`config.mk`:
```
export PLATFORM = sky130hd
export DESIGN_NAME = integer_field_formatter_flat
export DESIGN_NICKNAME = d
export VERILOG_FILES = /design/src/design/iff_pkg.sv /design/src/design/iff_if.sv /design/src/design/iff_digits.sv /design/src/design/integer_field_formatter.sv /design/src/flat_wrapper.sv
export SDC_FILE = /design/constraint.sdc
export NUM_CORES = 1
export LEC_CHECK = 0
export BUFFER_PORTS_ARGS = -buffer_cell sky130_fd_sc_hd__buf_2
export CAP_MARGIN = 20
export CORE_MARGIN = 2
export CORE_UTILIZATION = 55
export DETAILED_ROUTE_END_ITERATION = 8
export PLACE_DENSITY = 0.77
export SYNTH_ARGS = -nofsm -noshare
export SYNTH_HDL_FRONTEND = slang
export SYNTH_SLANG_ARGS = --single-unit
export TNS_END_PERCENT = 1
```
`constraint.sdc`:
```
create_clock -name clk -period 3.05 [get_ports clk]
set_input_delay 0.305 -clock clk [delete_from_list [all_inputs] [get_ports clk]]
set_output_delay 0.305 -clock clk [all_outputs]
set_load 0.05 [all_outputs]
```
`src/design/iff_pkg.sv`:
```
// Package for the integer field formatter: types, codes, ASCII constants
// and the digit-to-character function. No dependencies.

package iff_pkg;

  localparam int VALUE_W = 32;
  localparam int DIG_W   = 40;  // ten BCD nibbles, also holds eight hex nibbles
  localparam int NDIG_W  = 4;
  localparam int DD_CNT_W = 5;  // one double-dabble step per value bit

  localparam logic [NDIG_W-1:0] DEC_DIGITS = 4'd10;
  localparam logic [NDIG_W-1:0] HEX_DIGITS = 4'd8;

  localparam logic [7:0] CH_ZERO    = 8'h30;
  localparam logic [7:0] CH_SPACE   = 8'h20;
  localparam logic [7:0] CH_MINUS   = 8'h2D;
  localparam logic [7:0] CH_UPPER_A = 8'h41;
  localparam logic [7:0] CH_LOWER_A = 8'h61;

  typedef enum logic [1:0] {
    MODE_SDEC = 2'd0,
    MODE_UDEC = 2'd1,
    MODE_HEXU = 2'd2,
    MODE_HEXL = 2'd3
  } mode_t;

  typedef enum logic [2:0] {
    S_IDLE,
    S_CONV,
    S_NORM,
    S_SIGN_LEAD,
    S_PAD,
    S_SIGN_MID,
    S_DIGIT
  } state_t;

  typedef struct packed {
    logic load;
    logic dd_step;
    logic shift_step;
  } dig_ctrl_t;

  typedef struct packed {
    logic              dd_last;
    logic              norm_done;
    logic              neg;
    logic [NDIG_W-1:0] ndig;
    logic [3:0]        top_nib;
  } dig_stat_t;

  function automatic logic [7:0] digit_char(input logic [3:0] nib, input logic lower);
    logic [7:0] letter_base;
    letter_base = lower ? CH_LOWER_A : CH_UPPER_A;
    if (nib < 4'd10) begin
      digit_char = CH_ZERO + {4'd0, nib};
    end else begin
      digit_char = letter_base + {4'd0, nib} - 8'd10;
    end
  endfunction

endpackage

```
`src/design/iff_if.sv`:
```
// Channel interfaces of the integer field formatter: the request channel
// and the character channel. Depends on nothing.

interface iff_in_if;
  logic        valid;
  logic        ready;
  logic [31:0] value;
  logic [1:0]  mode;
  logic [7:0]  min_width;
  logic        zero_fill;

  modport source (output valid, value, mode, min_width, zero_fill, input ready);
  modport sink   (input valid, value, mode, min_width, zero_fill, output ready);
endinterface

interface iff_out_if;
  logic       valid;
  logic       ready;
  logic [7:0] out_char;
  logic       last;

  modport source (output valid, out_char, last, input ready);
  modport sink   (input valid, out_char, last, output ready);
endinterface

```
`src/design/iff_digits.sv`:
```
// Digit register of the formatter: magnitude, shared shift-add-3 unit for
// binary to BCD, and the nibble shifter used for normalizing and emitting.
// Depends on iff_pkg.

module iff_digits (
  input  logic                          clk,
  input  logic [iff_pkg::VALUE_W-1:0]   value,
  input  logic [1:0]                    mode,
  input  iff_pkg::dig_ctrl_t            ctrl,
  output iff_pkg::dig_stat_t            stat
);

  logic [iff_pkg::VALUE_W-1:0]  bin;
  logic [iff_pkg::DIG_W-1:0]    dig;
  logic [iff_pkg::DIG_W-1:0]    adj;
  logic [iff_pkg::NDIG_W-1:0]   ndig;
  logic [iff_pkg::DD_CNT_W-1:0] dd_cnt;
  logic                         neg;
  logic                         is_neg;
  logic                         is_hex;

  assign is_hex = mode[1];
  assign is_neg = (iff_pkg::mode_t'(mode) == iff_pkg::MODE_SDEC) && value[iff_pkg::VALUE_W-1];

  // add 3 to every BCD digit of 5 or more before the shift
  for (genvar i = 0; i < iff_pkg::DIG_W / 4; i++) begin : g_adj
    assign adj[4*i +: 4] = (dig[4*i +: 4] >= 4'd5) ? dig[4*i +: 4] + 4'd3 : dig[4*i +: 4];
  end

  always_ff @(posedge clk) begin
    if (ctrl.load) begin
      neg    <= is_neg;
      dd_cnt <= '0;
      if (is_hex) begin
        bin  <= value;
        dig  <= {value, 8'h00};
        ndig <= iff_pkg::HEX_DIGITS;
      end else begin
        bin  <= is_neg ? (~value + 32'd1) : value;
        dig  <= '0;
        ndig <= iff_pkg::DEC_DIGITS;
      end
    end else if (ctrl.dd_step) begin
      bin    <= {bin[iff_pkg::VALUE_W-2:0], 1'b0};
      dig    <= {adj[iff_pkg::DIG_W-2:0], bin[iff_pkg::VALUE_W-1]};
      dd_cnt <= dd_cnt + 5'd1;
    end else if (ctrl.shift_step) begin
      dig  <= {dig[iff_pkg::DIG_W-5:0], 4'h0};
      ndig <= ndig - 4'd1;
    end
  end

  assign stat.dd_last   = (dd_cnt == 5'd31);
  assign stat.top_nib   = dig[iff_pkg::DIG_W-1 -: 4];
  assign stat.norm_done = (ndig == 4'd1) || (dig[iff_pkg::DIG_W-1 -: 4] != 4'h0);
  assign stat.neg       = neg;
  assign stat.ndig      = ndig;

endmodule

```
`src/design/integer_field_formatter.sv`:
```
// Top level of the integer field formatter: sequencer, padding count and
// output register. Depends on iff_pkg, iff_if.sv and iff_digits.
//
//  channel  dir  payload                               transfer when
//  -------  ---  ------------------------------------  ------------------
//  field    in   value, mode, min_width, zero_fill     valid && ready
//  text     out  out_char, last                        valid && ready
//
// Decimal: a load step, the shift-add-3 steps of the shared unit in
// iff_digits, the normalize steps, a pad-check step, then the characters
// (max 25). Hex: load, normalize steps, pad-check step, then characters.
// field.ready is high only while idle; a finished character waits in the
// output register, and the sequencer stalls while that register is full
// and text.ready is low.
// Reset (rst, synchronous) returns the sequencer to idle and empties the
// output register.

module integer_field_formatter (
  input logic       clk,
  input logic       rst,
  iff_in_if.sink    field,
  iff_out_if.source text
);

  iff_pkg::state_t    state;
  iff_pkg::state_t    state_next;
  iff_pkg::dig_ctrl_t ctrl;
  iff_pkg::dig_stat_t stat;

  logic [7:0] width;     // captured min_width
  logic       zf;        // captured zero_fill
  logic       lower;     // lower-case hex
  logic [3:0] pad_cnt;   // fill characters still to send
  logic [3:0] pad_calc;
  logic [9:0] pad_t;     // min_width - digits - sign, two's complement

  logic       emit_ok;
  logic       char_load;
  logic [7:0] char_val;
  logic       char_last;

  logic       out_valid;
  logic [7:0] out_char;
  logic       out_last;

  iff_digits u_digits (
    .clk   (clk),
    .value (field.value),
    .mode  (field.mode),
    .ctrl  (ctrl),
    .stat  (stat)
  );

  // padding: c - 1 fills when c is 2..15, i.e. pad_t in 1..14
  assign pad_t    = {2'b00, width} - {6'd0, stat.ndig} - {9'd0, stat.neg};
  assign pad_calc = (!pad_t[9] && pad_t != 10'd0 && pad_t <= 10'd14) ? pad_t[3:0] : 4'd0;

  // output register frees when empty or being taken
  assign emit_ok = !out_valid || text.ready;

  // next state
  always_comb begin
    state_next = state;
    unique case (state)
      iff_pkg::S_IDLE: begin
        if (field.valid) begin
          state_next = field.mode[1] ? iff_pkg::S_NORM : iff_pkg::S_CONV;
        end
      end
      iff_pkg::S_CONV: begin
        if (stat.dd_last) state_next = iff_pkg::S_NORM;
      end
      iff_pkg::S_NORM: begin
        if (stat.norm_done) begin
          state_next = (stat.neg && zf) ? iff_pkg::S_SIGN_LEAD : iff_pkg::S_PAD;
        end
      end
      iff_pkg::S_SIGN_LEAD: begin
        if (emit_ok) state_next = iff_pkg::S_PAD;
      end
      iff_pkg::S_PAD: begin
        if (pad_cnt == 4'd0) begin
          state_next = (stat.neg && !zf) ? iff_pkg::S_SIGN_MID : iff_pkg::S_DIGIT;
        end
      end
      iff_pkg::S_SIGN_MID: begin
        if (emit_ok) state_next = iff_pkg::S_DIGIT;
      end
      iff_pkg::S_DIGIT: begin
        if (emit_ok && stat.ndig == 4'd1) state_next = iff_pkg::S_IDLE;
      end
      default: state_next = iff_pkg::S_IDLE;
    endcase
  end

  // sequencer outputs
  always_comb begin
    ctrl      = '0;
    char_load = 1'b0;
    char_val  = iff_pkg::CH_SPACE;
    char_last = 1'b0;
    unique case (state)
      iff_pkg::S_IDLE:  ctrl.load = field.valid;
      iff_pkg::S_CONV:  ctrl.dd_step = 1'b1;
      iff_pkg::S_NORM:  ctrl.shift_step = !stat.norm_done;
      iff_pkg::S_SIGN_LEAD: begin
        char_load = emit_ok;
        char_val  = iff_pkg::CH_MINUS;
      end
      iff_pkg::S_PAD: begin
        char_load = emit_ok && (pad_cnt != 4'd0);
        char_val  = zf ? iff_pkg::CH_ZERO : iff_pkg::CH_SPACE;
      end
      iff_pkg::S_SIGN_MID: begin
        char_load = emit_ok;
        char_val  = iff_pkg::CH_MINUS;
      end
      iff_pkg::S_DIGIT: begin
        char_load       = emit_ok;
        char_val        = iff_pkg::digit_char(stat.top_nib, lower);
        char_last       = (stat.ndig == 4'd1);
        ctrl.shift_step = emit_ok;
      end
      default: ;
    endcase
  end

  always_ff @(posedge clk) begin
    if (rst) begin
      state <= iff_pkg::S_IDLE;
    end else begin
      state <= state_next;
    end
  end

  // request fields and pad count
  always_ff @(posedge clk) begin
    if (ctrl.load) begin
      width <= field.min_width;
      zf    <= field.zero_fill;
      lower <= (iff_pkg::mode_t'(field.mode) == iff_pkg::MODE_HEXL);
    end
    if (state == iff_pkg::S_NORM && stat.norm_done) begin
      pad_cnt <= pad_calc;
    end else if (state == iff_pkg::S_PAD && char_load) begin
      pad_cnt <= pad_cnt - 4'd1;
    end
  end

  // output register
  always_ff @(posedge clk) begin
    if (rst) begin
      out_valid <= 1'b0;
    end else if (char_load) begin
      out_valid <= 1'b1;
    end else if (text.ready) begin
      out_valid <= 1'b0;
    end
  end

  always_ff @(posedge clk) begin
    if (char_load) begin
      out_char <= char_val;
      out_last <= char_last;
    end
  end

  assign field.ready   = (state == iff_pkg::S_IDLE);
  assign text.valid    = out_valid;
  assign text.out_char = out_char;
  assign text.last     = out_last;

  // one request at a time
  a_busy_after_accept: assert property (@(posedge clk) disable iff (rst)
    field.valid && field.ready |=> !field.ready)
    else $error("request taken while a field is in progress");

  a_ndig_nonzero: assert property (@(posedge clk) disable iff (rst)
    (state == iff_pkg::S_NORM || state == iff_pkg::S_DIGIT) |-> stat.ndig != 4'd0)
    else $error("digit count ran out");

  a_pad_range: assert property (@(posedge clk) disable iff (rst)
    state == iff_pkg::S_PAD |-> pad_cnt <= 4'd14)
    else $error("pad count out of range");

  a_last_ends_field: assert property (@(posedge clk) disable iff (rst)
    char_load && char_last |=> state == iff_pkg::S_IDLE)
    else $error("sequencer still busy after last character");

endmodule

```
`src/flat_wrapper.sv`:
```
// flat-port wrapper written by rule: the top's interface ports become plain ports
module integer_field_formatter_flat 
  (clk, rst, field_valid, field_value, field_mode, field_min_width, field_zero_fill, field_ready, text_valid, text_out_char, text_last, text_ready);
  iff_in_if field_i ();
  iff_out_if text_i ();
  input logic clk;
  input logic rst;
  input wire logic [$bits(field_i.valid)-1:0] field_valid;
  input wire logic [$bits(field_i.value)-1:0] field_value;
  input wire logic [$bits(field_i.mode)-1:0] field_mode;
  input wire logic [$bits(field_i.min_width)-1:0] field_min_width;
  input wire logic [$bits(field_i.zero_fill)-1:0] field_zero_fill;
  output wire logic [$bits(field_i.ready)-1:0] field_ready;
  output wire logic [$bits(text_i.valid)-1:0] text_valid;
  output wire logic [$bits(text_i.out_char)-1:0] text_out_char;
  output wire logic [$bits(text_i.last)-1:0] text_last;
  input wire logic [$bits(text_i.ready)-1:0] text_ready;
  assign field_i.valid = field_valid;
  assign field_i.value = field_value;
  assign field_i.mode = field_mode;
  assign field_i.min_width = field_min_width;
  assign field_i.zero_fill = field_zero_fill;
  assign field_ready = field_i.ready;
  assign text_valid = text_i.valid;
  assign text_out_char = text_i.out_char;
  assign text_last = text_i.last;
  assign text_i.ready = text_ready;
  integer_field_formatter u_core (.clk(clk), .rst(rst), .field(field_i), .text(text_i));
endmodule
```
==> key figures <==
Yosys
  – Synth warnings: 0
  – Share of flip-flops with an asynchronous set or reset after synthesis: 0
  – Most common flop cell mapped by yosys: sky130_fd_sc_hd__edfxtp_1
  – Cell count after synthesis: approximately 700
  – Portion of the post-synthesis area used by sequential elements: 0.462
  – Cell area after synthesis: ~7000 um^2
  – Library cells used by synthesis: between 60 and 70
  – Post-Syn Nets: about 760
  – Syn_area_per_cell: roughly 10 um^2
  – Number of enable-type register cells in the synthesized netlist: a little under 100
  – Number of synthesized register bits: between 100 and 150

Floorplanning
  – Site Rows: 40
  – Number of top-level design ports: 58
  – Initial Util: 0.565
  – Area of the die: between 10000 and 15000 um^2
  – Core Area: 12100 um^2
  – Height of the die: between 100 and 150 um
  – Horizontal extent of the die: 115 um

Global route
  – Initial antenna violation count: 0
  – First-pass GRT wire length: ~25000 um
  – Maximum number of pins on one net before global-route repair: 44
  – Total routing resource utilization after global routing: 0.234
  – Number of global-route vias before repair: roughly 5.1k
  – Global route overflow: 0

Power
  – Worst supply voltage drop on vdd: 484 uV
  – Power density over cell area: around 1200 nW/um^2
  – Leak: ~2.9 nW
  – Post-route total power: a little under 9 mW

Detailed routing
  – Drt initial violations: 473
  – Detailed-route wire length: between 10000 and 15000 um
  – Routed vias: 5372
  – Via density: between 5 and 6
  – DR WL/cell: around 17 um
  – Number of iterations in the first detailed-routing pass: 5
  – DRC violations left: 0
  – ANT nets after route: 0

Final layout
  – Area growth from synthesis to layout: 11.6%
  – Number of fillers in the final layout: 972
  – Layout cells sized above 1: 0.148
  – Final Net Count: 811
  – Ant. Diodes: 0

Clock tree
  – Clock-pin slew on the worst setup and hold paths: 70 ps
  – Number of gates resized after cts: 0
  – Hold buffers post-CTS: 0
  – Num CTS Buffers: 9
  – Clock tree from TritonCTS: built
  – Clock tree sinks: about 110
  – Number of buffers on the longest clock path: 2
  – CTS root buffer: sky130_fd_sc_hd__clkbuf_16
  – Clock latency on the worst-skew pair: around 360 ps
  – Level count of the clock H-tree: 3
  – Setup fix buffers added after clock tree synthesis: 0

Outcome
  – Run status: completed

Place
  – Pre-CTS setup slack: roughly 320 ps
  – Final RePlAce weighted congestion: approximately 0.90
  – Number of port buffers: between 50 and 60
  – Half-perimeter wire length after detailed placement: 10300 um

Worst setup path
  – Crit path arrival time: 2860 ps
  – Startpoint type of the worst setup path: register
  – Worst setup path class: reg2reg
  – Biggest fanout along the worst timing path: 5
  – WP data required: between 3000 and 4000 ps
  – Type of destination of the critical path: register

Hold path
  – Hold Path Class: in2reg

Timing
  – Setup TNS: 0 ps
  – Setup clock skew after layout: around 10 ps
  – Crit path setup slack, layout: roughly 270 ps
  – Transition time at the pin with the least slew margin: 663 ps
  – Crit share post-route: 0.911
  – Total count of max-transition violations in the final report: 0
  – Final number of setup-violating endpoints: 0
  – Max-slew headroom: 0.552
  – Unrepaired setup endpoints after global routing: false
  – Max frequency: 0.360 GHz
  – Total count of hold-check failures in the final report: 0
  – Post-layout minimum cycle time: 2780 ps

Job
  – Max-cap violations: 0
[cell usage in the layout (no fill, tap or decap), types with 9 or more instances in the layout]
cell,n
sky130_fd_sc_hd__nand2b_1,14
sky130_fd_sc_hd__nor2_1,44
sky130_fd_sc_hd__inv_1,41
sky130_fd_sc_hd__buf_2,56
sky130_fd_sc_hd__dfxtp_1,9
sky130_fd_sc_hd__edfxtp_1,99
sky130_fd_sc_hd__clkbuf_16,9
sky130_fd_sc_hd__o221ai_1,15
sky130_fd_sc_hd__nand2_1,67
sky130_fd_sc_hd__xnor2_1,31
sky130_fd_sc_hd__o21ai_1,18
sky130_fd_sc_hd__xor2_1,21
sky130_fd_sc_hd__a22oi_1,18
sky130_fd_sc_hd__o21ai_0,58
sky130_fd_sc_hd__a21oi_1,60
sky130_fd_sc_hd__nor3_1,9
sky130_fd_sc_hd__ha_1,33
sky130_fd_sc_hd__nor3b_1,15
sky130_fd_sc_hd__nand3_1,9
[cell type report]
cell class / count / area (um^2) / share of cell area
clock inverters: 4 / 72.6 / 0.00954
repair buffers: 65 / 373 / 0.0490
inverters: 42 / 158 / 0.0207
multi-input cells: 504 / 3380 / 0.445
clock buffers: 12 / 256 / 0.0337
well taps: 168 / 210 / 0.0276
flip-flops and latches: 108 / 3150 / 0.414
[cells by family after synthesis]
kind of cell / share of synthesized area
xor gates and xnor gates: 0.0727
other: 0.000550
muxes: 0.00440
DFF: 0.462
adders and majority gates: 0.0635
and+or+nand+nor: 0.168
AOI/OAI and AO/OA: 0.187
buffers and inverters: 0.0420
[power breakdown]
group	leakage, nW	total [mW]	internal [mW]	switching, mW
logic	1.73	4.18	1.59	2.59
clock network	0.159	1.31	0.765	0.548
registers	1.03	3.30	2.76	0.541
[stage by stage]
stage / util / cell area, um^2 / instances / hold slack (ps)
6_report: 0.631 / 7610 / 903 / 124
5_1_grt: 0.631 / 7610 / 903 / 117
4_1_cts: 0.631 / 7610 / 903 / 116
3_5_place_dp: 0.603 / 7280 / 887 / 462
3_3_place_gp: 0.603 / 7280 / 887 / 446
2_1_floorplan: - / 6820 / 683 / 374
[path summary, 6_finish.rpt]
kind / start / to / slack [ps] / cells after the start
hold reg to reg: u_core.u_digits.dd_cnt[4] / u_core.u_digits.dd_cnt[4] / 480 / 2
setup / recovery: u_core.u_digits.ndig[0] / u_core.pad_cnt[0] / 270 / 9
hold / removal: field_zero_fill / u_core.zf / 120 / 1
setup reg to reg: u_core.u_digits.ndig[0] / u_core.pad_cnt[0] / 270 / 9
[cells in the mapped netlist, types with 5 or more instances]
master                      n  share of area
sky130_fd_sc_hd__a21oi_1   60          0.044
sky130_fd_sc_hd__a22oi_1   18          0.020
sky130_fd_sc_hd__a31oi_1    5         0.0046
sky130_fd_sc_hd__and3_1     6         0.0055
sky130_fd_sc_hd__clkbuf_1  20          0.011
sky130_fd_sc_hd__dfxtp_1    9          0.026
sky130_fd_sc_hd__edfxtp_1  99           0.44
sky130_fd_sc_hd__ha_1      33          0.061
sky130_fd_sc_hd__inv_1     41          0.023
sky130_fd_sc_hd__nand2_1   68          0.037
sky130_fd_sc_hd__nand2b_1  15          0.014
sky130_fd_sc_hd__nand3_1    9         0.0066
sky130_fd_sc_hd__nor2_1    44          0.024
sky130_fd_sc_hd__nor2b_1    5         0.0046
sky130_fd_sc_hd__nor3_1     9         0.0066
sky130_fd_sc_hd__nor3b_1   15          0.017
sky130_fd_sc_hd__o21ai_0   58          0.043
sky130_fd_sc_hd__o21ai_1   18          0.013
sky130_fd_sc_hd__o221ai_1  15          0.019
sky130_fd_sc_hd__o31ai_1    6         0.0066
sky130_fd_sc_hd__xnor2_1   31          0.040
sky130_fd_sc_hd__xor2_1    21          0.027
[sequential cells by signal (all words and copies together), names as in the netlist]
name,count
u_core.text.last,1
u_core.zf,1
u_core.u_digits.ndig,4
u_core.state,3
u_core.u_digits.dig,40
u_core.u_digits.dd_cnt,5
u_core.width,8
u_core.lower,1
u_core.text.out_char,7
u_core.text.valid,1
u_core.u_digits.bin,32
u_core.pad_cnt,4
u_core.u_digits.neg,1
[critical path: stages, from the launching register on]
cell                       delay (ps)
sky130_fd_sc_hd__edfxtp_1         460
sky130_fd_sc_hd__ha_1             240
sky130_fd_sc_hd__fa_1             460
sky130_fd_sc_hd__ha_1             230
sky130_fd_sc_hd__xor3_1           330
sky130_fd_sc_hd__nand3_1          100
sky130_fd_sc_hd__nor2_1           110
sky130_fd_sc_hd__a21oi_1           50
sky130_fd_sc_hd__a22oi_1          380
sky130_fd_sc_hd__o41ai_1          140
[routing by layer]
layer  share of wire  GRT usage  routed length [um]
met5               0          0                   0
met3           0.051     0.0332                 755
met2            0.48      0.386                7120
met1            0.45      0.311                6660
met4           0.027     0.0988                 396
No activity file was read; power rests on OpenSTA's default activity.
